File: src/stoch_vol_path_call_payoff_assert.svh
// assertion macros for the path payoff engine
`ifndef STOCH_VOL_PATH_CALL_PAYOFF_ASSERT_SVH
`define STOCH_VOL_PATH_CALL_PAYOFF_ASSERT_SVH
`ifndef SYNTH
`define SVPC_ASSERT_IMP(lbl, clk, rstn, pre, post, msg) \
  lbl: assert property (@(posedge clk) disable iff (!rstn) (pre) |-> (post)) \
    else $error(msg);
`define SVPC_ASSERT_NXT(lbl, clk, rstn, pre, post, msg) \
  lbl: assert property (@(posedge clk) disable iff (!rstn) (pre) |=> (post)) \
    else $error(msg);
`else
`define SVPC_ASSERT_IMP(lbl, clk, rstn, pre, post, msg)
`define SVPC_ASSERT_NXT(lbl, clk, rstn, pre, post, msg)
`endif
`endif

File: src/svpc_pkg.sv
// shared types, constants and helpers of the path payoff engine
package svpc_pkg;

  localparam int FRAC_BITS        = 16;
  localparam int NORMAL_FRAC_BITS = 12;

  localparam int WORD_W     = 32;
  localparam int NORM_W     = 16;
  localparam int PROD_W     = 2 * WORD_W;
  localparam int ACC_W      = WORD_W + 2;
  localparam int STEP_W     = 16;
  localparam int SUM_W      = 48;
  localparam int PAY_W      = WORD_W - 1;
  localparam int CNT_W      = 32;
  localparam int CFG_DATA_W = 64;
  localparam int CFG_IDX_W  = 3;
  localparam int OPC_W      = 4;

  typedef logic signed [WORD_W-1:0] word_t;
  typedef logic signed [NORM_W-1:0] norm_t;
  typedef logic signed [ACC_W-1:0]  acc_t;

  localparam word_t WORD_MAX = {1'b0, {(WORD_W-1){1'b1}}};
  localparam word_t WORD_MIN = {1'b1, {(WORD_W-1){1'b0}}};
  localparam word_t WORD_ONE = word_t'(1 << FRAC_BITS);

  // register indexes
  localparam logic [CFG_IDX_W-1:0] REG_INIT_PRICE   = 3'd0;
  localparam logic [CFG_IDX_W-1:0] REG_INIT_VOL_MEAN = 3'd1;
  localparam logic [CFG_IDX_W-1:0] REG_STRIKE       = 3'd2;
  localparam logic [CFG_IDX_W-1:0] REG_PRICE_COEF   = 3'd3;
  localparam logic [CFG_IDX_W-1:0] REG_VOL_COEF     = 3'd4;
  localparam logic [CFG_IDX_W-1:0] REG_VOL_NOISE    = 3'd5;
  localparam logic [CFG_IDX_W-1:0] REG_MEAN_COEF    = 3'd6;
  localparam logic [CFG_IDX_W-1:0] REG_STEPS        = 3'd7;

  // product issue order on the shared multiplier
  localparam logic [OPC_W-1:0] OP_SV     = 4'd0;
  localparam logic [OPC_W-1:0] OP_SR     = 4'd1;
  localparam logic [OPC_W-1:0] OP_TSQ    = 4'd2;
  localparam logic [OPC_W-1:0] OP_ADV    = 4'd3;
  localparam logic [OPC_W-1:0] OP_TN1    = 4'd4;
  localparam logic [OPC_W-1:0] OP_KRHO   = 4'd5;
  localparam logic [OPC_W-1:0] OP_KNOISE = 4'd6;
  localparam logic [OPC_W-1:0] OP_A0DM   = 4'd7;
  localparam logic [OPC_W-1:0] OP_K0N3   = 4'd8;
  localparam logic [OPC_W-1:0] RUN_LAST  = 4'd9;
  localparam logic [OPC_W-1:0] OPC_ONE   = 4'd1;

  typedef enum logic [2:0] {
    ST_IDLE,
    ST_LOAD,
    ST_RUN,
    ST_UPDATE,
    ST_FINISH
  } seq_state_e;

  typedef struct packed {
    logic              in_ready;
    logic              load_en;
    logic              run_en;
    logic              update_en;
    logic              finish_en;
    logic [OPC_W-1:0]  op_cnt;
  } seq_ctl_t;

  typedef struct packed {
    word_t a;
    word_t b;
    logic  norm;
  } mul_req_t;

  typedef struct packed {
    word_t val;
    logic  ovf;
  } sat_res_t;

  typedef struct packed {
    word_t             init_price;
    word_t             init_vol;
    word_t             init_mean;
    word_t             strike;
    word_t             rdt;
    word_t             sqdt;
    word_t             adt;
    word_t             krho;
    word_t             knoise;
    word_t             mtarget;
    word_t             a0dt;
    word_t             k0sdt;
    logic [STEP_W-1:0] steps;
  } cfg_t;

  function automatic acc_t word_to_acc(input word_t w);
    return {{(ACC_W-WORD_W){w[WORD_W-1]}}, w};
  endfunction

  function automatic word_t norm_to_word(input norm_t n);
    return {{(WORD_W-NORM_W){n[NORM_W-1]}}, n};
  endfunction

  function automatic sat_res_t sat_acc(input acc_t x);
    sat_res_t r;
    logic [ACC_W-WORD_W:0] hi;
    hi    = x[ACC_W-1:WORD_W-1];
    r.ovf = !((&hi) || (~|hi));
    if (r.ovf) begin
      r.val = x[ACC_W-1] ? WORD_MIN : WORD_MAX;
    end else begin
      r.val = x[WORD_W-1:0];
    end
    return r;
  endfunction

endpackage

File: src/svpc_mul_unit.sv
// shared fixed-point multiplier with floor shift and saturation
module svpc_mul_unit (
  input  logic               clk_i,
  input  svpc_pkg::mul_req_t req_i,
  output svpc_pkg::sat_res_t res_o
);

  logic signed [svpc_pkg::PROD_W-1:0]                 prod_q;
  logic                                               norm_q;
  logic signed [svpc_pkg::PROD_W-1:0]                 shifted;
  logic        [svpc_pkg::PROD_W-svpc_pkg::WORD_W:0]  hi;

  always_ff @(posedge clk_i) begin
    prod_q <= svpc_pkg::PROD_W'($signed(req_i.a)) * svpc_pkg::PROD_W'($signed(req_i.b));
    norm_q <= req_i.norm;
  end

  // arithmetic shift gives rounding toward minus infinity
  always_comb begin
    shifted   = norm_q ? (prod_q >>> svpc_pkg::NORMAL_FRAC_BITS)
                       : (prod_q >>> svpc_pkg::FRAC_BITS);
    hi        = shifted[svpc_pkg::PROD_W-1:svpc_pkg::WORD_W-1];
    res_o.ovf = !((&hi) || (~|hi));
    if (res_o.ovf) begin
      res_o.val = shifted[svpc_pkg::PROD_W-1] ? svpc_pkg::WORD_MIN : svpc_pkg::WORD_MAX;
    end else begin
      res_o.val = shifted[svpc_pkg::WORD_W-1:0];
    end
  end

endmodule

File: config.mk
export PLATFORM = sky130hd
export DESIGN_NAME = svpc_mul_unit
export DESIGN_NICKNAME = d
export VERILOG_FILES = /design/src/stoch_vol_path_call_payoff_assert.svh /design/src/svpc_pkg.sv /design/src/svpc_mul_unit.sv
export SDC_FILE = /design/constraint.sdc
export NUM_CORES = 2
export LEC_CHECK = 0
export BUFFER_PORTS_ARGS = -buffer_cell sky130_fd_sc_hd__buf_2
export CORE_MARGIN = 4
export CORE_UTILIZATION = 45
export DETAILED_ROUTE_END_ITERATION = 6
export SETUP_SLACK_MARGIN = 0.4
export SKIP_LAST_GASP = 1
export SYNTH_ARGS = -nofsm -noshare
export SYNTH_HDL_FRONTEND = slang
export SYNTH_SLANG_ARGS = --single-unit
File: constraint.sdc
create_clock -name clk_i -period 26.8 [get_ports clk_i]
set_input_delay 4.02 -clock clk_i [delete_from_list [all_inputs] [get_ports clk_i]]
set_output_delay 4.02 -clock clk_i [all_outputs]
set_load 0.02 [all_outputs]
==> results by group <==
STA
  • Min Tclk post-route: roughly 12 ns
  • Final slew viol count: 0
  • Final Cycle Share: 0.449
  • Achievable clock frequency: between 0.08 and 0.09 GHz
  • Hold Worst Slack: between 3 and 4 ns
  • Worst-Margin Slew: between 1 and 1.5 ns
  • Slew HR: 0.280
  • Final setup violating endpoints: 0
  • Final setup TNS: 0 ns
  • Final Hold Viols: 0
  • RSZ-0062 raised after global routing: no

Worst setup path
  • Worst EP arrival: roughly 12 ns
  • CP Launch Point: req_i[3]
  • Max FO, Critical Path: 32
  • Req. time, crit path: around 27 ns
  • CP Capture Type: flop
  • CP startpoint kind: input pin
  • Critical path class: in -> reg

Flow run
  • Max-Cap Viols: 0

CTS
  • Post-CTS setup repair buffer count: 0
  • Clock sinks: 53
  • Max Buffers Root-to-Sink: 2
  • CTS hold repair buffers: 0
  • Total CTS buffers: 5
  • Clock transition at path regs: 0.07 ns
  • CTS tree: yes
  • H-Tree Depth: 2
  • PostCTS Resize Cnt: 0
  • Root buffer cell: clkbuf_16

Place
  • IO buf count: 98
  • Placer Congestion: roughly 0.9
  • Hpwl dp: 79800 um

Cells and area
  • Multi-input combinational cell area: roughly 32000 um^2
  • Layout cell share with drive strength beyond 1: 0.0343
  • Fin nets: 5149
  • Layout fillers: roughly 8000
  • Layout area overhead: 3.53%
  • Register area: between 1000 and 1500 um^2

Synth
  • Post-synth top area share: 0.582
  • Most area-hungry cell type in the Yosys netlist: fa_1
  • Mapped Nets: around 5200
  • Top-count cell post-synth: fa_1
  • Synthesis-stage register bit count: 53
  • Top_reg_cell synth: dfxtp_1
  • Top cells by area, synth: fa_1 58%, inv_1 9.7%, and2_1 8.6%
  • Register area share after synthesis: 0.0285
  • Post-synthesis async set-or-reset flop share: 0
  • Synth Cell Area: between 30000 and 40000 um^2
  • Post-Synth Simple-Gate Area: 0.156
  • Ys Warns: 0
  • Syn Area/Cell: 9.52 um^2
  • Post-synthesis mux area share: 0.00834
  • Main combinational cell family by area after synthesis: adder cells
  • Adder-cell share of the synthesized area: 0.642
  • Syn Inst Count: roughly 3900
  • Cell variety after synth: 63
  • Xor/xnor share of the synthesized area: 0.0153
  • Post-synth EDFFs: 0
  • Synth cell count leaders: 1081 x fa_1, 961 x inv_1, 513 x and2_1, 513 x nand2_1, 203 x clkbuf_1
  • Compound-gate portion of the synthesized area: 0.0320

Detailed routing
  • DR vias/cell: 5.18
  • Per-cell routed wire length: just under 20 um
  • # DRC: 0
  • DR pass1 iterations: 5
  • WL final: 95400 um
  • Antenna viol nets, final: 0
  • Initial drt markers: 927
  • DR vias: 25300

GRT
  • Initial antenna violation count: 5
  • Total GRT Usage: 0.230
  • Gr ovfl total: 0
  • First-pass GRT wire length: approximately 160000 um
  • Vias in the first global route: 28700
  • Largest net degree at the start of global routing: 39

Die
  • Row cnt: 105
  • I/O pin count: 99
  • Die area: a little under 90000 um^2
  • Core region area: approximately 80000 um^2
  • Vert. Die Dim: ~300 um
  • Die Wd: 296 um
  • Initial core utilization: 0.454

Worst hold path
  • Hold_sp: req_i[0]
  • HP Class: in -> reg

Status
  • Outcome: complete, no violations
## registers in the layout, summed over array words and instances, names as in the netlist
register and cells:
norm_q 1, prod_q 52
## per-stage QoR
stage               instances  area (um^2)   util  setup slack [ns]
floorplan                3909        37200      -             15.53
global placement         4885        38400  0.468             14.57
detailed placement       4885        38400  0.468             14.45
CTS                      4893        38500  0.470             14.74
global route             4894        38500  0.470             14.23
finish                   4896        38500  0.470             14.76
## layer usage
| layer | vias up | wire length (um) | GRT usage |
|---|---|---|---|
| li1 | 11000 | - | - |
| met1 | 13700 | 37100 | 0.284 |
| met2 | 545 | 52100 | 0.434 |
| met3 | 152 | 2850 | 0.0150 |
| met4 | 0 | 3300 | 0.0669 |
| met5 | - | 0 | 0 |
## placed cells by master (no fill, tap or decap), drive strengths merged, types with 7 or more instances in the layout
cell    instances
fa           1081
inv           963
and2          514
nand2         513
ha            180
buf           111
a21oi          77
dfxtp          53
nor2           49
xnor2          46
mux2i          31
a21o           27
o21ai          24
xor2           19
nand4          12
and3           11
nand3          11
nand2b          9
o21a            7
## final cells by class
| cell class | instances | area share |
|---|---|---|
| diodes | 3 | 0.000195 |
| clock buffers | 5 | 0.00325 |
| clock inverters | 3 | 0.000552 |
| inverters | 962 | 0.0937 |
| multi-input cells | 2689 | 0.825 |
| flip-flops and latches | 53 | 0.0276 |
| well taps | 1070 | 0.0348 |
| repair buffers | 111 | 0.0153 |
## path summary, 6_finish.rpt
path                 end  cells after the start
min       norm_q$_DFF_P_                      1
max   prod_q[62]$_DFF_P_                     24
## worst max-delay path, stage by stage
cell,delay [ns]
buf_2,0.55
nand2_1,0.19
inv_1,0.16
fa_1,0.45
fa_1,0.49
fa_1,0.73
fa_1,0.91
inv_1,0.36
fa_1,0.57
inv_1,0.05
fa_1,0.53
inv_1,0.05
fa_1,0.47
inv_1,0.05
fa_1,0.45
ha_1,0.35
a21o_1,0.19
a21o_1,0.17
a21oi_1,0.19
o21ai_0,0.23
or3_1,0.36
o221ai_1,0.27
nand2_1,0.14
o311ai_1,0.26
## kinds of logic (layout without fill, tap and decap cells)
kind of cell    Yosys count  after routing
simple gates           1150           1150
flops                    53             53
other cells               0              3
compound gates          182            182
xor+xnor                 65             65
fa+ha+maj              1261           1261
mux                      31             31
buf+inv                1167           1081
Power is left out: the tool's default activity adds up to more than one toggle a clock period on the data nets, which glitch-free logic cannot reach.
