`src/stoch_vol_path_call_payoff_assert.svh`:
```
// assertion macros for the path payoff engine
`ifndef STOCH_VOL_PATH_CALL_PAYOFF_ASSERT_SVH
`define STOCH_VOL_PATH_CALL_PAYOFF_ASSERT_SVH
`ifndef SYNTH
`define SVPC_ASSERT_IMP(lbl, clk, rstn, pre, post, msg) \
  lbl: assert property (@(posedge clk) disable iff (!rstn) (pre) |-> (post)) \
    else $error(msg);
`define SVPC_ASSERT_NXT(lbl, clk, rstn, pre, post, msg) \
  lbl: assert property (@(posedge clk) disable iff (!rstn) (pre) |=> (post)) \
    else $error(msg);
`else
`define SVPC_ASSERT_IMP(lbl, clk, rstn, pre, post, msg)
`define SVPC_ASSERT_NXT(lbl, clk, rstn, pre, post, msg)
`endif
`endif

```
`src/svpc_pkg.sv`:
```
// shared types, constants and helpers of the path payoff engine
package svpc_pkg;

  localparam int FRAC_BITS        = 16;
  localparam int NORMAL_FRAC_BITS = 12;

  localparam int WORD_W     = 32;
  localparam int NORM_W     = 16;
  localparam int PROD_W     = 2 * WORD_W;
  localparam int ACC_W      = WORD_W + 2;
  localparam int STEP_W     = 16;
  localparam int SUM_W      = 48;
  localparam int PAY_W      = WORD_W - 1;
  localparam int CNT_W      = 32;
  localparam int CFG_DATA_W = 64;
  localparam int CFG_IDX_W  = 3;
  localparam int OPC_W      = 4;

  typedef logic signed [WORD_W-1:0] word_t;
  typedef logic signed [NORM_W-1:0] norm_t;
  typedef logic signed [ACC_W-1:0]  acc_t;

  localparam word_t WORD_MAX = {1'b0, {(WORD_W-1){1'b1}}};
  localparam word_t WORD_MIN = {1'b1, {(WORD_W-1){1'b0}}};
  localparam word_t WORD_ONE = word_t'(1 << FRAC_BITS);

  // register indexes
  localparam logic [CFG_IDX_W-1:0] REG_INIT_PRICE   = 3'd0;
  localparam logic [CFG_IDX_W-1:0] REG_INIT_VOL_MEAN = 3'd1;
  localparam logic [CFG_IDX_W-1:0] REG_STRIKE       = 3'd2;
  localparam logic [CFG_IDX_W-1:0] REG_PRICE_COEF   = 3'd3;
  localparam logic [CFG_IDX_W-1:0] REG_VOL_COEF     = 3'd4;
  localparam logic [CFG_IDX_W-1:0] REG_VOL_NOISE    = 3'd5;
  localparam logic [CFG_IDX_W-1:0] REG_MEAN_COEF    = 3'd6;
  localparam logic [CFG_IDX_W-1:0] REG_STEPS        = 3'd7;

  // product issue order on the shared multiplier
  localparam logic [OPC_W-1:0] OP_SV     = 4'd0;
  localparam logic [OPC_W-1:0] OP_SR     = 4'd1;
  localparam logic [OPC_W-1:0] OP_TSQ    = 4'd2;
  localparam logic [OPC_W-1:0] OP_ADV    = 4'd3;
  localparam logic [OPC_W-1:0] OP_TN1    = 4'd4;
  localparam logic [OPC_W-1:0] OP_KRHO   = 4'd5;
  localparam logic [OPC_W-1:0] OP_KNOISE = 4'd6;
  localparam logic [OPC_W-1:0] OP_A0DM   = 4'd7;
  localparam logic [OPC_W-1:0] OP_K0N3   = 4'd8;
  localparam logic [OPC_W-1:0] RUN_LAST  = 4'd9;
  localparam logic [OPC_W-1:0] OPC_ONE   = 4'd1;

  typedef enum logic [2:0] {
    ST_IDLE,
    ST_LOAD,
    ST_RUN,
    ST_UPDATE,
    ST_FINISH
  } seq_state_e;

  typedef struct packed {
    logic              in_ready;
    logic              load_en;
    logic              run_en;
    logic              update_en;
    logic              finish_en;
    logic [OPC_W-1:0]  op_cnt;
  } seq_ctl_t;

  typedef struct packed {
    word_t a;
    word_t b;
    logic  norm;
  } mul_req_t;

  typedef struct packed {
    word_t val;
    logic  ovf;
  } sat_res_t;

  typedef struct packed {
    word_t             init_price;
    word_t             init_vol;
    word_t             init_mean;
    word_t             strike;
    word_t             rdt;
    word_t             sqdt;
    word_t             adt;
    word_t             krho;
    word_t             knoise;
    word_t             mtarget;
    word_t             a0dt;
    word_t             k0sdt;
    logic [STEP_W-1:0] steps;
  } cfg_t;

  function automatic acc_t word_to_acc(input word_t w);
    return {{(ACC_W-WORD_W){w[WORD_W-1]}}, w};
  endfunction

  function automatic word_t norm_to_word(input norm_t n);
    return {{(WORD_W-NORM_W){n[NORM_W-1]}}, n};
  endfunction

  function automatic sat_res_t sat_acc(input acc_t x);
    sat_res_t r;
    logic [ACC_W-WORD_W:0] hi;
    hi    = x[ACC_W-1:WORD_W-1];
    r.ovf = !((&hi) || (~|hi));
    if (r.ovf) begin
      r.val = x[ACC_W-1] ? WORD_MIN : WORD_MAX;
    end else begin
      r.val = x[WORD_W-1:0];
    end
    return r;
  endfunction

endpackage

```
`src/svpc_seq.sv`:
```
// step sequencer: load, product issue, state update, payoff
module svpc_seq (
  input  logic               clk_i,
  input  logic               rst_ni,
  input  logic               in_valid_i,
  input  logic               path_end_i,
  input  logic               out_free_i,
  output svpc_pkg::seq_ctl_t ctl_o
);

  svpc_pkg::seq_state_e              state_q, state_d;
  logic [svpc_pkg::OPC_W-1:0]        cnt_q, cnt_d;

  always_ff @(posedge clk_i or negedge rst_ni) begin
    if (!rst_ni) begin
      state_q <= svpc_pkg::ST_IDLE;
      cnt_q   <= '0;
    end else begin
      state_q <= state_d;
      cnt_q   <= cnt_d;
    end
  end

  always_comb begin
    state_d = state_q;
    cnt_d   = cnt_q;
    case (state_q)
      svpc_pkg::ST_IDLE: begin
        if (in_valid_i) state_d = svpc_pkg::ST_LOAD;
      end
      svpc_pkg::ST_LOAD: begin
        state_d = svpc_pkg::ST_RUN;
        cnt_d   = '0;
      end
      svpc_pkg::ST_RUN: begin
        if (cnt_q == svpc_pkg::RUN_LAST) begin
          state_d = svpc_pkg::ST_UPDATE;
        end else begin
          cnt_d = cnt_q + svpc_pkg::OPC_ONE;
        end
      end
      svpc_pkg::ST_UPDATE: begin
        state_d = path_end_i ? svpc_pkg::ST_FINISH : svpc_pkg::ST_IDLE;
      end
      svpc_pkg::ST_FINISH: begin
        if (out_free_i) state_d = svpc_pkg::ST_IDLE;
      end
      default: state_d = svpc_pkg::ST_IDLE;
    endcase
  end

  always_comb begin
    ctl_o        = '0;
    ctl_o.op_cnt = cnt_q;
    case (state_q)
      svpc_pkg::ST_IDLE:   ctl_o.in_ready  = 1'b1;
      svpc_pkg::ST_LOAD:   ctl_o.load_en   = 1'b1;
      svpc_pkg::ST_RUN:    ctl_o.run_en    = 1'b1;
      svpc_pkg::ST_UPDATE: ctl_o.update_en = 1'b1;
      svpc_pkg::ST_FINISH: ctl_o.finish_en = out_free_i;
      default: ;
    endcase
  end

endmodule

```
`config.mk`:
```
export PLATFORM = sky130hd
export DESIGN_NAME = svpc_seq
export DESIGN_NICKNAME = d
export VERILOG_FILES = /design/src/stoch_vol_path_call_payoff_assert.svh /design/src/svpc_pkg.sv /design/src/svpc_seq.sv
export SDC_FILE = /design/constraint.sdc
export NUM_CORES = 1
export LEC_CHECK = 0
export ABC_AREA = 1
export ABC_CLOCK_PERIOD_IN_PS = 1650
export BUFFER_PORTS_ARGS = -buffer_cell sky130_fd_sc_hd__buf_2
export CAP_MARGIN = 40
export CORE_AREA = 2 2 39 41
export CTS_CLUSTER_SIZE = 14
export DETAILED_ROUTE_END_ITERATION = 7
export DIE_AREA = 0 0 41 43
export GPL_TIMING_DRIVEN = 0
export PLACE_DENSITY_LB_ADDON = 0.3
export SLEW_MARGIN = 5
export SYNTH_ARGS = -nofsm -noshare
export SYNTH_HDL_FRONTEND = slang
export SYNTH_SLANG_ARGS = --single-unit
```
`constraint.sdc`:
```
create_clock -name clk_i -period 1.65 [get_ports clk_i]
set_input_delay 0.2475 -clock clk_i [delete_from_list [all_inputs] [get_ports clk_i]]
set_output_delay 0.2475 -clock clk_i [all_outputs]
set_load 0.005 [all_outputs]
```
==> flow_summary.ini <==
[critical_path]
worst_setup_path_end_kind = primary output
crit_required_ns = 1.40
cp_cell_instances = inv_1 > nand3_1 > inv_1 > buf_2
crit_arrival_ns = 1.19
crit_path_max_fanout = 6
critPathMaxStageDelay_ns = 0.43
startpoint_type = flop
cp_common_cell = inv_1
critical_path.slowest_cell = dfrtp_1
setup.worst_path.class = reg2out

[placement]
post-dp-hpwl_microns = 639
placed_cell_area_sq_um = 505
placed_cells = 83
buffer_ports.inserted = 13
place_congestion = 0.681

[cells_and_area]
num-nets-final = 80
flow.area_growth_from_synthesis_pct = 28.9
insertedDiodeCount = 0
share_of_layout_cells_above_drive_strength_1_pct = 27.8
finish.cell_count_without_fillers = 88
layout_common_cells = 13 x nand2_1, 13 x buf_2, 9 x inv_1, 8 x nand3_1, 7 x dfrtp_1
finish.instance_area_sq_um = 542

[synthesis]
synth_area_sq_um = 420
yosys_warnings = 0
postSynthRegisterBits = 7
ys_seq_area_share_pct = 41.7
syn_nets = 61
syn-mean-instance-area_sq_um = 7.79
yosysUniqueCellTypes = 15
syn-instance-count = 54

[clock_network]
cts.root.buffer_cell = clkbuf_4
clkTransAtPathRegs_ns = 0.06
count_of_clock_tree_sinks = 7
ctsResizeCount = 0
buffers_inserted_by_post_cts_timing_repair = 0
clock_tree.htree_level_count = 1
clockBufferDepth = 2
cts_made_buffers = 3
clk_latency_ns = 0.25
cts_tree = built

[global_routing]
antenna_found_initial = 0
grt_overflow_total = 0
grt_max_degree = 8
grt_pass1_wl_microns = 1410
all_layer_gr_usage_pct = 11.8
number_of_global_route_vias_before_repair = 333

[power_and_ir_drop]
power.ir.vdd_worst_mv = 0.647
power.density_cell_area_nw_per_um2 = 1650
total_leakage_power_nw = 0.321
power.total_uw = 892

[run_status]
result_of_the_run = complete, no violations

[sta]
worst_pin_slew_ns = 0.252
finClkSkew_ns = 0.00419
finalHoldWorstSlack_ns = 0.194
slew_viol_final = 0
finalHoldViolations = 0
layout_min_cycle_time_ns = 1.43
fin_setup_tns_ns = 0
final_min_period_over_clock_period_pct = 86.9
setup_viol_count_final = 0
grt_setup_unrepaired = no
timing.slew.headroom_pct = 83.2
maxClockFrequency_mhz = 697

[floorplan]
initial_utilization_pct = 30.4
die_area_sq_um = 1760
core_region_area_sq_um = 1380
row_count = 14
dieHeight_microns = 43
fp.dieW_microns = 41
pin_count = 14

[drt]
routed_wirelength_microns = 853
drt-vias-per-instance = 4.48
drt_pass1_iterations = 4
route.vias.total = 394
routed_wire_length_per_instance_microns = 9.69
antenna_left = 0
drt-initial-drc-count = 4
drt_drc_violations_left = 0

[min_path]
hold_path.class = in2reg

[job]
max_cap_violations = 0
==> final timing paths <==
path                            cells past startpoint  slack (ns)        from         end
max in group asynchronous                           2        1.13      rst_ni    cnt_q[2]
worst max register to register                      7        0.45    cnt_q[1]    cnt_q[2]
worst max-delay path                                4        0.22  state_q[1]    ctl_o[7]
worst min-delay path                                3        0.19  path_end_i  state_q[2]
worst min register to register                      2        0.58    cnt_q[3]    cnt_q[3]
min in group asynchronous                           2        0.36      rst_ni  state_q[1]
==> worst max-delay path: cells and delay by family, from the launching register on <==
| family | cells | cell delay [ns] |
|---|---|---|
| buffers and inverters | 3 | 0.29 |
| flip-flops | 1 | 0.43 |
| AND/OR/NAND/NOR | 1 | 0.20 |
==> synthesized netlist by cell type <==
master,count,area [sq um]
nor2_4,1,11.3
xor2_1,1,8.76
nand3b_1,2,15.0
dfrtp_1,7,175
clkinv_4,1,8.76
inv_1,9,33.8
ha_1,2,25.0
nand2_4,1,11.3
nor2_1,5,18.8
o21ai_0,1,5.00
nor4_1,1,6.26
nand2_2,1,6.26
nand2_1,13,48.8
nand4_1,1,6.26
nand3_1,8,40.0
==> metal layers <==
layer  up-vias  global-route usage, %  wire length (microns)
met5         -                      0                      0
met4         0                   8.00                      0
met3         0                   1.57                     52
met2        12                   16.6                    394
met1       172                   15.9                    405
li1        210                      -                      -
==> where the power goes <==
group | total (mW) | switching (mW) | internal, mW | leakage, nW
Clock | 0.160 | 0.0674 | 0.0925 | 0.0150
Sequential | 0.330 | 0.0969 | 0.233 | 0.0916
Combinational | 0.402 | 0.232 | 0.170 | 0.215
Total | 0.892 | 0.396 | 0.496 | 0.321
==> cell families (layout without fill, tap and decap cells) <==
kind of cell	count (synthesis)	after routing	share of synthesized area [%]
buffers and inverters	10	28	10.1
XOR/XNOR	1	1	2.08
AO/OA/AOI/OAI	1	1	1.19
AND/OR/NAND/NOR	33	33	39.0
adder cells (fa/ha/maj)	2	2	5.95
flip-flops	7	7	41.7
==> area by class of cell <==
type                    count  area, sq um
clock buffers               4         26.3
fillers                   152          842
inverters                  10         42.5
multi-input cells          37          203
flip-flops and latches      7          175
well taps                  16         20.0
repair buffers             14         75.1
==> state kept, by name, summed over array words and instances (netlist names) <==
register and count:
cnt_q 4, state_q 3
==> per-stage QoR <==
stage | worst slack (ns) | utilization [%]
detailed placement | 0.460 | 36.5
CTS | 0.183 | 39.2
global route | 0.0771 | 39.2
floorplan | 0.553 | -
global placement | 0.464 | 36.5
finish | 0.216 | 39.2
==> repair_timing <==
| item | 4_1_cts | 5_1_grt |
|---|---|---|
| endpoints found under the hold margin | 7 | 0 |
| hold buffers | 1 | 0 |
| setup endpoints to repair | 0 | 0 |
Note: power is estimated with default switching activity, not from simulation.
