## src/stoch_vol_path_call_payoff_assert.svh

```systemverilog
// assertion macros for the path payoff engine
`ifndef STOCH_VOL_PATH_CALL_PAYOFF_ASSERT_SVH
`define STOCH_VOL_PATH_CALL_PAYOFF_ASSERT_SVH
`ifndef SYNTH
`define SVPC_ASSERT_IMP(lbl, clk, rstn, pre, post, msg) \
  lbl: assert property (@(posedge clk) disable iff (!rstn) (pre) |-> (post)) \
    else $error(msg);
`define SVPC_ASSERT_NXT(lbl, clk, rstn, pre, post, msg) \
  lbl: assert property (@(posedge clk) disable iff (!rstn) (pre) |=> (post)) \
    else $error(msg);
`else
`define SVPC_ASSERT_IMP(lbl, clk, rstn, pre, post, msg)
`define SVPC_ASSERT_NXT(lbl, clk, rstn, pre, post, msg)
`endif
`endif

```

## src/svpc_pkg.sv

```systemverilog
// shared types, constants and helpers of the path payoff engine
package svpc_pkg;

  localparam int FRAC_BITS        = 16;
  localparam int NORMAL_FRAC_BITS = 12;

  localparam int WORD_W     = 32;
  localparam int NORM_W     = 16;
  localparam int PROD_W     = 2 * WORD_W;
  localparam int ACC_W      = WORD_W + 2;
  localparam int STEP_W     = 16;
  localparam int SUM_W      = 48;
  localparam int PAY_W      = WORD_W - 1;
  localparam int CNT_W      = 32;
  localparam int CFG_DATA_W = 64;
  localparam int CFG_IDX_W  = 3;
  localparam int OPC_W      = 4;

  typedef logic signed [WORD_W-1:0] word_t;
  typedef logic signed [NORM_W-1:0] norm_t;
  typedef logic signed [ACC_W-1:0]  acc_t;

  localparam word_t WORD_MAX = {1'b0, {(WORD_W-1){1'b1}}};
  localparam word_t WORD_MIN = {1'b1, {(WORD_W-1){1'b0}}};
  localparam word_t WORD_ONE = word_t'(1 << FRAC_BITS);

  // register indexes
  localparam logic [CFG_IDX_W-1:0] REG_INIT_PRICE   = 3'd0;
  localparam logic [CFG_IDX_W-1:0] REG_INIT_VOL_MEAN = 3'd1;
  localparam logic [CFG_IDX_W-1:0] REG_STRIKE       = 3'd2;
  localparam logic [CFG_IDX_W-1:0] REG_PRICE_COEF   = 3'd3;
  localparam logic [CFG_IDX_W-1:0] REG_VOL_COEF     = 3'd4;
  localparam logic [CFG_IDX_W-1:0] REG_VOL_NOISE    = 3'd5;
  localparam logic [CFG_IDX_W-1:0] REG_MEAN_COEF    = 3'd6;
  localparam logic [CFG_IDX_W-1:0] REG_STEPS        = 3'd7;

  // product issue order on the shared multiplier
  localparam logic [OPC_W-1:0] OP_SV     = 4'd0;
  localparam logic [OPC_W-1:0] OP_SR     = 4'd1;
  localparam logic [OPC_W-1:0] OP_TSQ    = 4'd2;
  localparam logic [OPC_W-1:0] OP_ADV    = 4'd3;
  localparam logic [OPC_W-1:0] OP_TN1    = 4'd4;
  localparam logic [OPC_W-1:0] OP_KRHO   = 4'd5;
  localparam logic [OPC_W-1:0] OP_KNOISE = 4'd6;
  localparam logic [OPC_W-1:0] OP_A0DM   = 4'd7;
  localparam logic [OPC_W-1:0] OP_K0N3   = 4'd8;
  localparam logic [OPC_W-1:0] RUN_LAST  = 4'd9;
  localparam logic [OPC_W-1:0] OPC_ONE   = 4'd1;

  typedef enum logic [2:0] {
    ST_IDLE,
    ST_LOAD,
    ST_RUN,
    ST_UPDATE,
    ST_FINISH
  } seq_state_e;

  typedef struct packed {
    logic              in_ready;
    logic              load_en;
    logic              run_en;
    logic              update_en;
    logic              finish_en;
    logic [OPC_W-1:0]  op_cnt;
  } seq_ctl_t;

  typedef struct packed {
    word_t a;
    word_t b;
    logic  norm;
  } mul_req_t;

  typedef struct packed {
    word_t val;
    logic  ovf;
  } sat_res_t;

  typedef struct packed {
    word_t             init_price;
    word_t             init_vol;
    word_t             init_mean;
    word_t             strike;
    word_t             rdt;
    word_t             sqdt;
    word_t             adt;
    word_t             krho;
    word_t             knoise;
    word_t             mtarget;
    word_t             a0dt;
    word_t             k0sdt;
    logic [STEP_W-1:0] steps;
  } cfg_t;

  function automatic acc_t word_to_acc(input word_t w);
    return {{(ACC_W-WORD_W){w[WORD_W-1]}}, w};
  endfunction

  function automatic word_t norm_to_word(input norm_t n);
    return {{(WORD_W-NORM_W){n[NORM_W-1]}}, n};
  endfunction

  function automatic sat_res_t sat_acc(input acc_t x);
    sat_res_t r;
    logic [ACC_W-WORD_W:0] hi;
    hi    = x[ACC_W-1:WORD_W-1];
    r.ovf = !((&hi) || (~|hi));
    if (r.ovf) begin
      r.val = x[ACC_W-1] ? WORD_MIN : WORD_MAX;
    end else begin
      r.val = x[WORD_W-1:0];
    end
    return r;
  endfunction

endpackage

```

## src/svpc_cfg_regs.sv

```systemverilog
// configuration register file
module svpc_cfg_regs (
  input  logic                             clk_i,
  input  logic                             rst_ni,
  input  logic                             cfg_we_i,
  input  logic [svpc_pkg::CFG_IDX_W-1:0]   cfg_index_i,
  input  logic [svpc_pkg::CFG_DATA_W-1:0]  cfg_data_i,
  output svpc_pkg::cfg_t                   cfg_o
);

  logic [svpc_pkg::WORD_W-1:0]     price_q;
  logic [svpc_pkg::WORD_W-1:0]     strike_q;
  logic [svpc_pkg::CFG_DATA_W-1:0] vm_q;
  logic [svpc_pkg::CFG_DATA_W-1:0] pc_q;
  logic [svpc_pkg::CFG_DATA_W-1:0] vc_q;
  logic [svpc_pkg::CFG_DATA_W-1:0] vn_q;
  logic [svpc_pkg::CFG_DATA_W-1:0] mc_q;
  logic [svpc_pkg::STEP_W-1:0]     steps_q;

  always_ff @(posedge clk_i or negedge rst_ni) begin
    if (!rst_ni) begin
      price_q  <= svpc_pkg::WORD_ONE;
      strike_q <= svpc_pkg::WORD_ONE;
      vm_q     <= '0;
      pc_q     <= '0;
      vc_q     <= '0;
      vn_q     <= '0;
      mc_q     <= '0;
      steps_q  <= svpc_pkg::STEP_W'(1);
    end else if (cfg_we_i) begin
      case (cfg_index_i)
        svpc_pkg::REG_INIT_PRICE:    price_q  <= cfg_data_i[svpc_pkg::WORD_W-1:0];
        svpc_pkg::REG_INIT_VOL_MEAN: vm_q     <= cfg_data_i;
        svpc_pkg::REG_STRIKE:        strike_q <= cfg_data_i[svpc_pkg::WORD_W-1:0];
        svpc_pkg::REG_PRICE_COEF:    pc_q     <= cfg_data_i;
        svpc_pkg::REG_VOL_COEF:      vc_q     <= cfg_data_i;
        svpc_pkg::REG_VOL_NOISE:     vn_q     <= cfg_data_i;
        svpc_pkg::REG_MEAN_COEF:     mc_q     <= cfg_data_i;
        svpc_pkg::REG_STEPS:         steps_q  <= cfg_data_i[svpc_pkg::STEP_W-1:0];
        default: ;
      endcase
    end
  end

  // split 64-bit registers into high and low words
  assign cfg_o.init_price = price_q;
  assign cfg_o.init_vol   = vm_q[svpc_pkg::CFG_DATA_W-1:svpc_pkg::WORD_W];
  assign cfg_o.init_mean  = vm_q[svpc_pkg::WORD_W-1:0];
  assign cfg_o.strike     = strike_q;
  assign cfg_o.rdt        = pc_q[svpc_pkg::CFG_DATA_W-1:svpc_pkg::WORD_W];
  assign cfg_o.sqdt       = pc_q[svpc_pkg::WORD_W-1:0];
  assign cfg_o.adt        = vc_q[svpc_pkg::CFG_DATA_W-1:svpc_pkg::WORD_W];
  assign cfg_o.krho       = vc_q[svpc_pkg::WORD_W-1:0];
  assign cfg_o.knoise     = vn_q[svpc_pkg::CFG_DATA_W-1:svpc_pkg::WORD_W];
  assign cfg_o.mtarget    = vn_q[svpc_pkg::WORD_W-1:0];
  assign cfg_o.a0dt       = mc_q[svpc_pkg::CFG_DATA_W-1:svpc_pkg::WORD_W];
  assign cfg_o.k0sdt      = mc_q[svpc_pkg::WORD_W-1:0];
  assign cfg_o.steps      = steps_q;

endmodule

```

## config.mk

```make
export PLATFORM = sky130hd
export DESIGN_NAME = svpc_cfg_regs
export DESIGN_NICKNAME = d
export VERILOG_FILES = /design/src/stoch_vol_path_call_payoff_assert.svh /design/src/svpc_pkg.sv /design/src/svpc_cfg_regs.sv
export SDC_FILE = /design/constraint.sdc
export NUM_CORES = 1
export LEC_CHECK = 0
export ABC_AREA = 1
export BUFFER_PORTS_ARGS = -buffer_cell sky130_fd_sc_hd__buf_2
export CORE_MARGIN = 4
export CORE_UTILIZATION = 46
export DETAILED_ROUTE_END_ITERATION = 12
export GPL_TIMING_DRIVEN = 0
export HOLD_SLACK_MARGIN = 0.1
export PLACE_DENSITY = 0.71
export SYNTH_ARGS = -nofsm -noshare
export SYNTH_HDL_FRONTEND = slang
export SYNTH_SLANG_ARGS = --single-unit
```

## constraint.sdc

```tcl
create_clock -name clk_i -period 1.5 [get_ports clk_i]
set_input_delay 0.3 -clock clk_i [delete_from_list [all_inputs] [get_ports clk_i]]
set_output_delay 0.3 -clock clk_i [all_outputs]
set_load 0.02 [all_outputs]
```

==> results of run 1 <==
## state kept, by name (all words and copies together) (netlist names)
signal,flops
pc_q,64
steps_q,16
vm_q,64
mc_q,64
strike_q,32
vc_q,64
price_q,32
vn_q,64
## power groups by stage
stage	Clock (mW)	Sequential, mW	Combinational, mW
floorplan	0	16.6	1.87
finish	10.3	14.0	8.11
global placement	0	14.1	7.86
detailed placement	0	14.1	8.03
global route	10.9	14.2	8.78
CTS	10.4	14.0	8.15
## metrics by stage
| step | total power [mW] | utilization (%) | setup slack [ps] |
|---|---|---|---|
| after floorplan | 18.5 | - | 345 |
| after global placement | 21.9 | 55.6 | -7680 |
| after detailed placement | 22.1 | 55.9 | -730 |
| after CTS | 32.5 | 61.6 | -12.2 |
| after global routing | 33.9 | 61.7 | -22.4 |
| final | 32.4 | 61.7 | 2.40 |
## routing by layer
layer  global-route usage [%]  up-vias  wire (µm)
met4                     9.39        0       1850
met5                        0        -          0
met1                     36.8     6825      21100
li1                         -     6485          -
met3                     9.02      104       5600
met2                     47.7      651      25500
## path summary, 6_finish.rpt
| kind | from | endpoint | slack, ps | cells after the start |
|---|---|---|---|---|
| max | steps_q[0]$_DFFE_PN1P_ | cfg_o[0] | 2 | 1 |
| min in group clk_i | cfg_data_i[9] | steps_q[9]$_DFFE_PN0P_ | 130 | 3 |
| min reg2reg | vc_q[35]$_DFFE_PN0P_ | vc_q[35]$_DFFE_PN0P_ | 460 | 2 |
| max in group asynchronous | rst_ni | pc_q[39]$_DFFE_PN0P_ | 390 | 3 |
| min | rst_ni | vc_q[5]$_DFFE_PN0P_ | -270 | 1 |
| max reg2reg | steps_q[0]$_DFFE_PN1P_ | steps_q[0]$_DFFE_PN1P_ | 760 | 2 |
## synthesized netlist by cell type, drive strengths merged
cell and count:
buf 78, clkbuf 35, dfrtp 397, dfstp 3, inv 6, nand2 1021, nand3 192, nor2 8
## layout make-up
class / count / share of cell area, %
Tap cell: 442 / 2.73
Multi-Input combinational cell: 1221 / 24.0
Antenna cell: 2 / 0.0247
Clock buffer: 61 / 6.01
Timing Repair Buffer: 505 / 14.2
Inverter: 6 / 0.111
Sequential cell: 400 / 49.5
Buffer: 113 / 2.70
Clock inverter: 17 / 0.668
## timing repair
action,4_1_cts,5_1_grt
gates resized for setup,8,4
hold endpoints to repair,255,69
setup endpoints to repair,123,83
setup buffers,0,0
## cells by family after synthesis
family,after synthesis,synth area share [%]
and+or+nand+nor,1221,31.4
buffers and inverters,119,3.69
DFF,400,64.9
==> key figures, run 1 <==
Outcome
  – Status: finished with violations
  – Failing checks: negative hold slack

Synth
  – Sequential share of the synthesized area: 64.9%
  – Distinct cell type count after synthesis: 12
  – Net Count, Synth: 1810
  – Synth Area per Inst: approximately 9 µm²
  – Gate Count Post-Synth: about 1700
  – Share of the synthesized area in the top cell type: 64.4%
  – FF+latch count, synth: 400
  – Netlist Area Pre-Place: around 15000 µm²
  – Synth top area cells: dfrtp_1 (64%), nand2_1 (25%), nand3_1 (6.2%), buf_2 (2.3%), clkbuf_1 (0.71%)
  – Synth warnings: 0
  – Leading area contributor after synthesis: dfrtp_1

Floorplanning
  – FP Rows: 66
  – Core ar.: 32800 µm²
  – Number of top-level pins: 470
  – Die height: 191 µm
  – Die Wd: 191 µm
  – Initial Utilization: a little under half
  – Full die area: 36500 µm²

STA
  – Slew HR: 31.8%
  – Fin Hold WS: -267 ps
  – Slew Limit Fails: 0
  – Setup violations, final: 0
  – Final Skew: 0 ps
  – TNS Setup: 0 ps
  – Max Clock Freq: 668 MHz
  – Slew at the pin closest to its max-slew limit: about 1000 ps
  – RSZ-0062 raised after global routing: true
  – Final Hold Fails: ~70
  – Fin crit share: 99.8%
  – Crit path time final: approximately 1500 ps

Worst setup path
  – CP Data Arrival Time: roughly 1200 ps
  – Slowest stage cell, crit path: dfstp_2
  – Critical path buffer and inverter count: 1
  – Crit-path max FO: 2
  – Worst endpoint required time: 1200 ps
  – Worst-path cell chain: buf_6
  – Cell family with most CP delay: flip-flops
  – CP max stage delay: 550 ps
  – Critical path class: flip-flop to output pin
  – CP Launch Type: flip-flop
  – Setup crit end kind: output pin

Power
  – Leakage: roughly 12 nW
  – Sequential share of power: a little over two fifths
  – Cell Int Power: roughly 21 mW
  – NetSw: approximately 11 mW
  – Logic pwr share: around a quarter
  – Worst vdd ir: approximately 0.0011 V
  – Clock share of power: between 30% and 40%
  – Switching Share: roughly 34%
  – Pwr/cell area: 1600 nW/µm²

Final layout
  – Area delta synth->final: 31.1%
  – Fin nets: between 2000 and 2500
  – Multi-input gate area: 4860 µm²
  – Most common cell after layout, fill and taps aside: nand2_1
  – Most frequent cells in the layout: nand2_1 (1018), buf_2 (520), dfrtp_1 (397)
  – Layout cells sized above 1: between 20% and 30%
  – Non-Filler Instances: 2767
  – Register area: about 10000 µm²
  – Fillcell total: 2805
  – Fin area: 20200 µm²

Clocking
  – CTS buffer count: between 40 and 50
  – Latest clock arrival within the worst-skew pair: 520 ps
  – Clock net sink count: 400
  – TritonCTS clock tree: done
  – Worst-path clk slew: 60 ps
  – Clk buf depth: 3
  – Root Buffer: clkbuf_16
  – Cts hold-fix bufs: ~50
  – CTS HTree Levels: 2

Global routing
  – Largest net degree at the start of global routing: around 130
  – Number of global-route vias before repair: approximately 14000
  – Gr ovfl total: 0
  – Global-route wire length before repair: 81600 µm
  – Total track usage: between 20 and 30%
  – Antenna violations before repair: 1

Placed design
  – Placed insts: between 2000 and 3000
  – Final GP Congestion: 0.871
  – Hpwl dp: 37100 µm
  – Cell area after placement: ~18000 µm²
  – Number of port buffers: 453

Run
  – Max_cap viols: 0

Route
  – DR WL/cell: 19.6 µm
  – Initial detailed-routing violation count: 967
  – Drt first pass iters: 5
  – Total number of vias: 14065
  – Routed WL: 54100 µm
  – Post-route ant nets: 0
  – Routed via count divided by cell count: around 5
  – DR DRC count: 0

Min path
  – Worst Hold Class: input port to asynchronous set/reset pin
Power figures use the tool's default switching activity.
==> run 2: changes to the inputs <==
Settings changed: ABC_AREA 1 to unset, CAP_MARGIN set to 10, CTS_CLUSTER_SIZE set to 8.
==> key figures, run 2 <==
Worst setup path
  – Worst endpoint required time: 1200 ps (about the same)
  – Cell family with most CP delay: flip-flops
  – CP max stage delay: 530 ps (-20 ps)
  – Setup crit end kind: output pin
  – Crit-path max FO: 2 (unchanged)
  – CP Data Arrival Time: 1220 ps (+20 ps)
  – Slowest stage cell, crit path: dfstp_2
  – Critical path class: flip-flop to output pin
  – Critical path buffer and inverter count: 1 (unchanged)
  – CP Launch Type: flip-flop
  – Worst-path cell chain: buf_6

Final layout
  – Area delta synth->final: 33.2%
  – Layout cells sized above 1: 65.5% (+39 points)
  – Most common cell after layout, fill and taps aside: buf_2
  – Fin util: 62.6% (+0.92 points)
  – Non-Filler Instances: 1905 (-31%)
  – Most frequent cells in the layout: buf_2 (465), dfrtp_1 (396), mux2_2 (286)
  – Fin nets: 1508 (-36%)

Synth
  – Sequential share of the synthesized area: 65.0% (about the same)
  – Netlist Area Pre-Place: 15400 µm² (about the same)
  – Synth warnings: 0 (unchanged)
  – Distinct cell type count after synthesis: 12 (unchanged)
  – EDFF count, synth: 0 (unchanged)
  – FF+latch count, synth: 400 (unchanged)
  – Net Count, Synth: 924 (-49%)
  – Synth top area cells: dfrtp_1 (64%), mux2_2 (21%), mux2_4 (8.8%), buf_6 (2.3%), mux2_1 (1.8%)
  – Asr flop ratio synth: 100% (unchanged)
  – Synth Area per Inst: 18.0 µm² (+100%)
  – Main synth FF type: dfrtp_1
  – Commonest cells post-synth: dfrtp_1 (397), mux2_2 (286), mux2_4 (90)
  – Leading area contributor after synthesis: dfrtp_1
  – Gate Count Post-Synth: 854 (-51%)
  – Most frequent cell after synthesis: dfrtp_1
  – Share of the synthesized area in the top cell type: 64.5% (about the same)

Global routing
  – Global-route wire length before repair: 63400 µm (-22%)
  – Largest net degree at the start of global routing: 125 (unchanged)
  – Total track usage: 22.6% (-6.4 points)
  – Number of global-route vias before repair: 10307 (-26%)
  – Antenna violations before repair: 1 (unchanged)
  – Gr ovfl total: 0 (unchanged)

Clocking
  – CTS HTree Levels: 2 (unchanged)
  – TritonCTS clock tree: done
  – Clk buf depth: 3 (unchanged)
  – Cts hold-fix bufs: 57 (+16%)
  – Latest clock arrival within the worst-skew pair: 560 ps (+40 ps)
  – CTS buffer count: 56 (+33%)
  – Worst-path clk slew: 50 ps (about the same)
  – Clock net sink count: 400 (unchanged)
  – Root Buffer: clkbuf_16

Placed design
  – Post-place setup slack: -263 ps (+467 ps)
  – Number of port buffers: 466 (+2.9%)
  – Hpwl dp: 28800 µm (-23%)
  – Final GP Congestion: 0.788 (-9.5%)
  – Placed insts: 1765 (-33%)

STA
  – Slew Limit Fails: 0 (unchanged)
  – PnR worst setup slack: -24.4 ps (-26.8 ps)
  – Final Skew: 0 ps (unchanged)
  – Max Clock Freq: 656 MHz (-1.8%)
  – Crit path time final: 1520 ps (+26.8 ps)
  – Final Hold Fails: 70 (+1.4%)
  – Slew HR: 57.9% (+26 points)
  – Slew at the pin closest to its max-slew limit: 631 ps (-390 ps)
  – Fin Hold WS: -299 ps (-32.7 ps)
  – RSZ-0062 raised after global routing: true
  – Setup violations, final: 3 (+3)
  – Fin crit share: 102% (+1.8 points)

Floorplanning
  – Core ar.: 32800 µm² (unchanged)
  – Die height: 191 µm (about the same)
  – Number of top-level pins: 470 (unchanged)
  – Die Wd: 191 µm (about the same)
  – FP Rows: 66 (unchanged)
  – Full die area: 36500 µm² (about the same)
  – Initial Utilization: 47.0% (about the same)

Power
  – Pwr/cell area: 1710 nW/µm² (+7.0%)
  – Leakage: 9.99 nW (-15%)
  – Worst vdd ir: 0.00118 V (+8.9%)

Route
  – Routed WL: 42300 µm (-22%)
  – Post-route ant nets: 0 (unchanged)
  – Initial detailed-routing violation count: 331 (-66%)
  – Routed via count divided by cell count: 5.05 (-0.57%)
  – DR DRC count: 0 (unchanged)
  – DR WL/cell: 22.2 µm (+14%)
  – Drt first pass iters: 4 (-1)
  – Total number of vias: 9628 (-32%)

Outcome
  – Failing checks: negative hold slack, negative setup slack
  – Status: finished with violations

Run
  – Max_cap viols: 0 (unchanged)

Min path
  – Worst Hold Class: input port to asynchronous set/reset pin
run 2: changes by cell type in the layout (fill, tap and decap cells not counted), moves of 12 or more:
cell       previous run  this run
buf_2               520       465
buf_6                 3        36
mux2_2                0       286
clkinv_2             15         1
nand3_1             192         0
clkbuf_1             42        21
mux2_1                0        24
mux2_4                0        90
nand2_1            1018         0
clkbuf_16            45        57
run 2: logic make-up after synthesis:
family / after synthesis / synth area share (%)
buf+inv: 46 / 2.96
flops: 400 / 65.0
mux: 400 / 31.4
simple gates: 8 / 0.650
run 2: through the flow:
step / cell area (µm²) / total power [mW] / TNS, ps
floorplan: 15400 / 20.0 / 0
global placement: 18300 / 23.7 / -3062730
detailed placement: 18400 / 24.0 / -73470
CTS: 20500 / 35.5 / -130
global route: 20500 / 36.7 / -196
finish: 20500 / 35.2 / -52.3
run 2: repair_timing:
item | in CTS | in global routing
hold endpoints to repair | 394 | 70
pin swaps | 0 | 0
endpoints found under the setup margin | 4 | 3
gates resized for setup | 9 | 0
setup buffers | 0 | 0
run 2: cell type report:
cell class                 count  area (µm²)
timing repair buffer         526        3020
clock buffer                  78        1510
antenna                        1        2.50
clock inverter                 4        30.0
tap                          442         553
sequential                   400       10000
fill                        2469       12300
buffer                        46         455
multi-input combinational    408        4940
run 2: final timing paths:
| path | start | end | slack, ps | cells after the start |
|---|---|---|---|---|
| setup / recovery | steps_q[0]$_DFFE_PN1P_ | cfg_o[0] | -20 | 1 |
| hold / removal | rst_ni | vm_q[17]$_DFFE_PN0P_ | -300 | 1 |
| setup reg to reg | vm_q[63]$_DFFE_PN0P_ | vm_q[63]$_DFFE_PN0P_ | 670 | 1 |
| hold reg to reg | strike_q[3]$_DFFE_PN0P_ | strike_q[3]$_DFFE_PN0P_ | 480 | 1 |
| max in group asynchronous | rst_ni | vm_q[63]$_DFFE_PN0P_ | 380 | 3 |
| min in group clk_i | cfg_data_i[7] | price_q[7]$_DFFE_PN0P_ | 120 | 2 |
run 2: where the power goes:
part           internal, mW  switching [mW]  leakage (nW)
logic                  3.91            5.60          4.45
registers              13.2            1.23          4.79
clock network          6.83            4.38         0.740
run 2: routing by layer:
layer  vias up  routed length (µm)  GRT usage, %  share of wire, %
li1       4220                   -             -                 -
met1      4927               16800          27.8                40
met2       406               20400          37.8                48
met3        73                3790          7.62               9.0
met4         2                1250          7.02               3.0
met5         -                  13             0             0.031
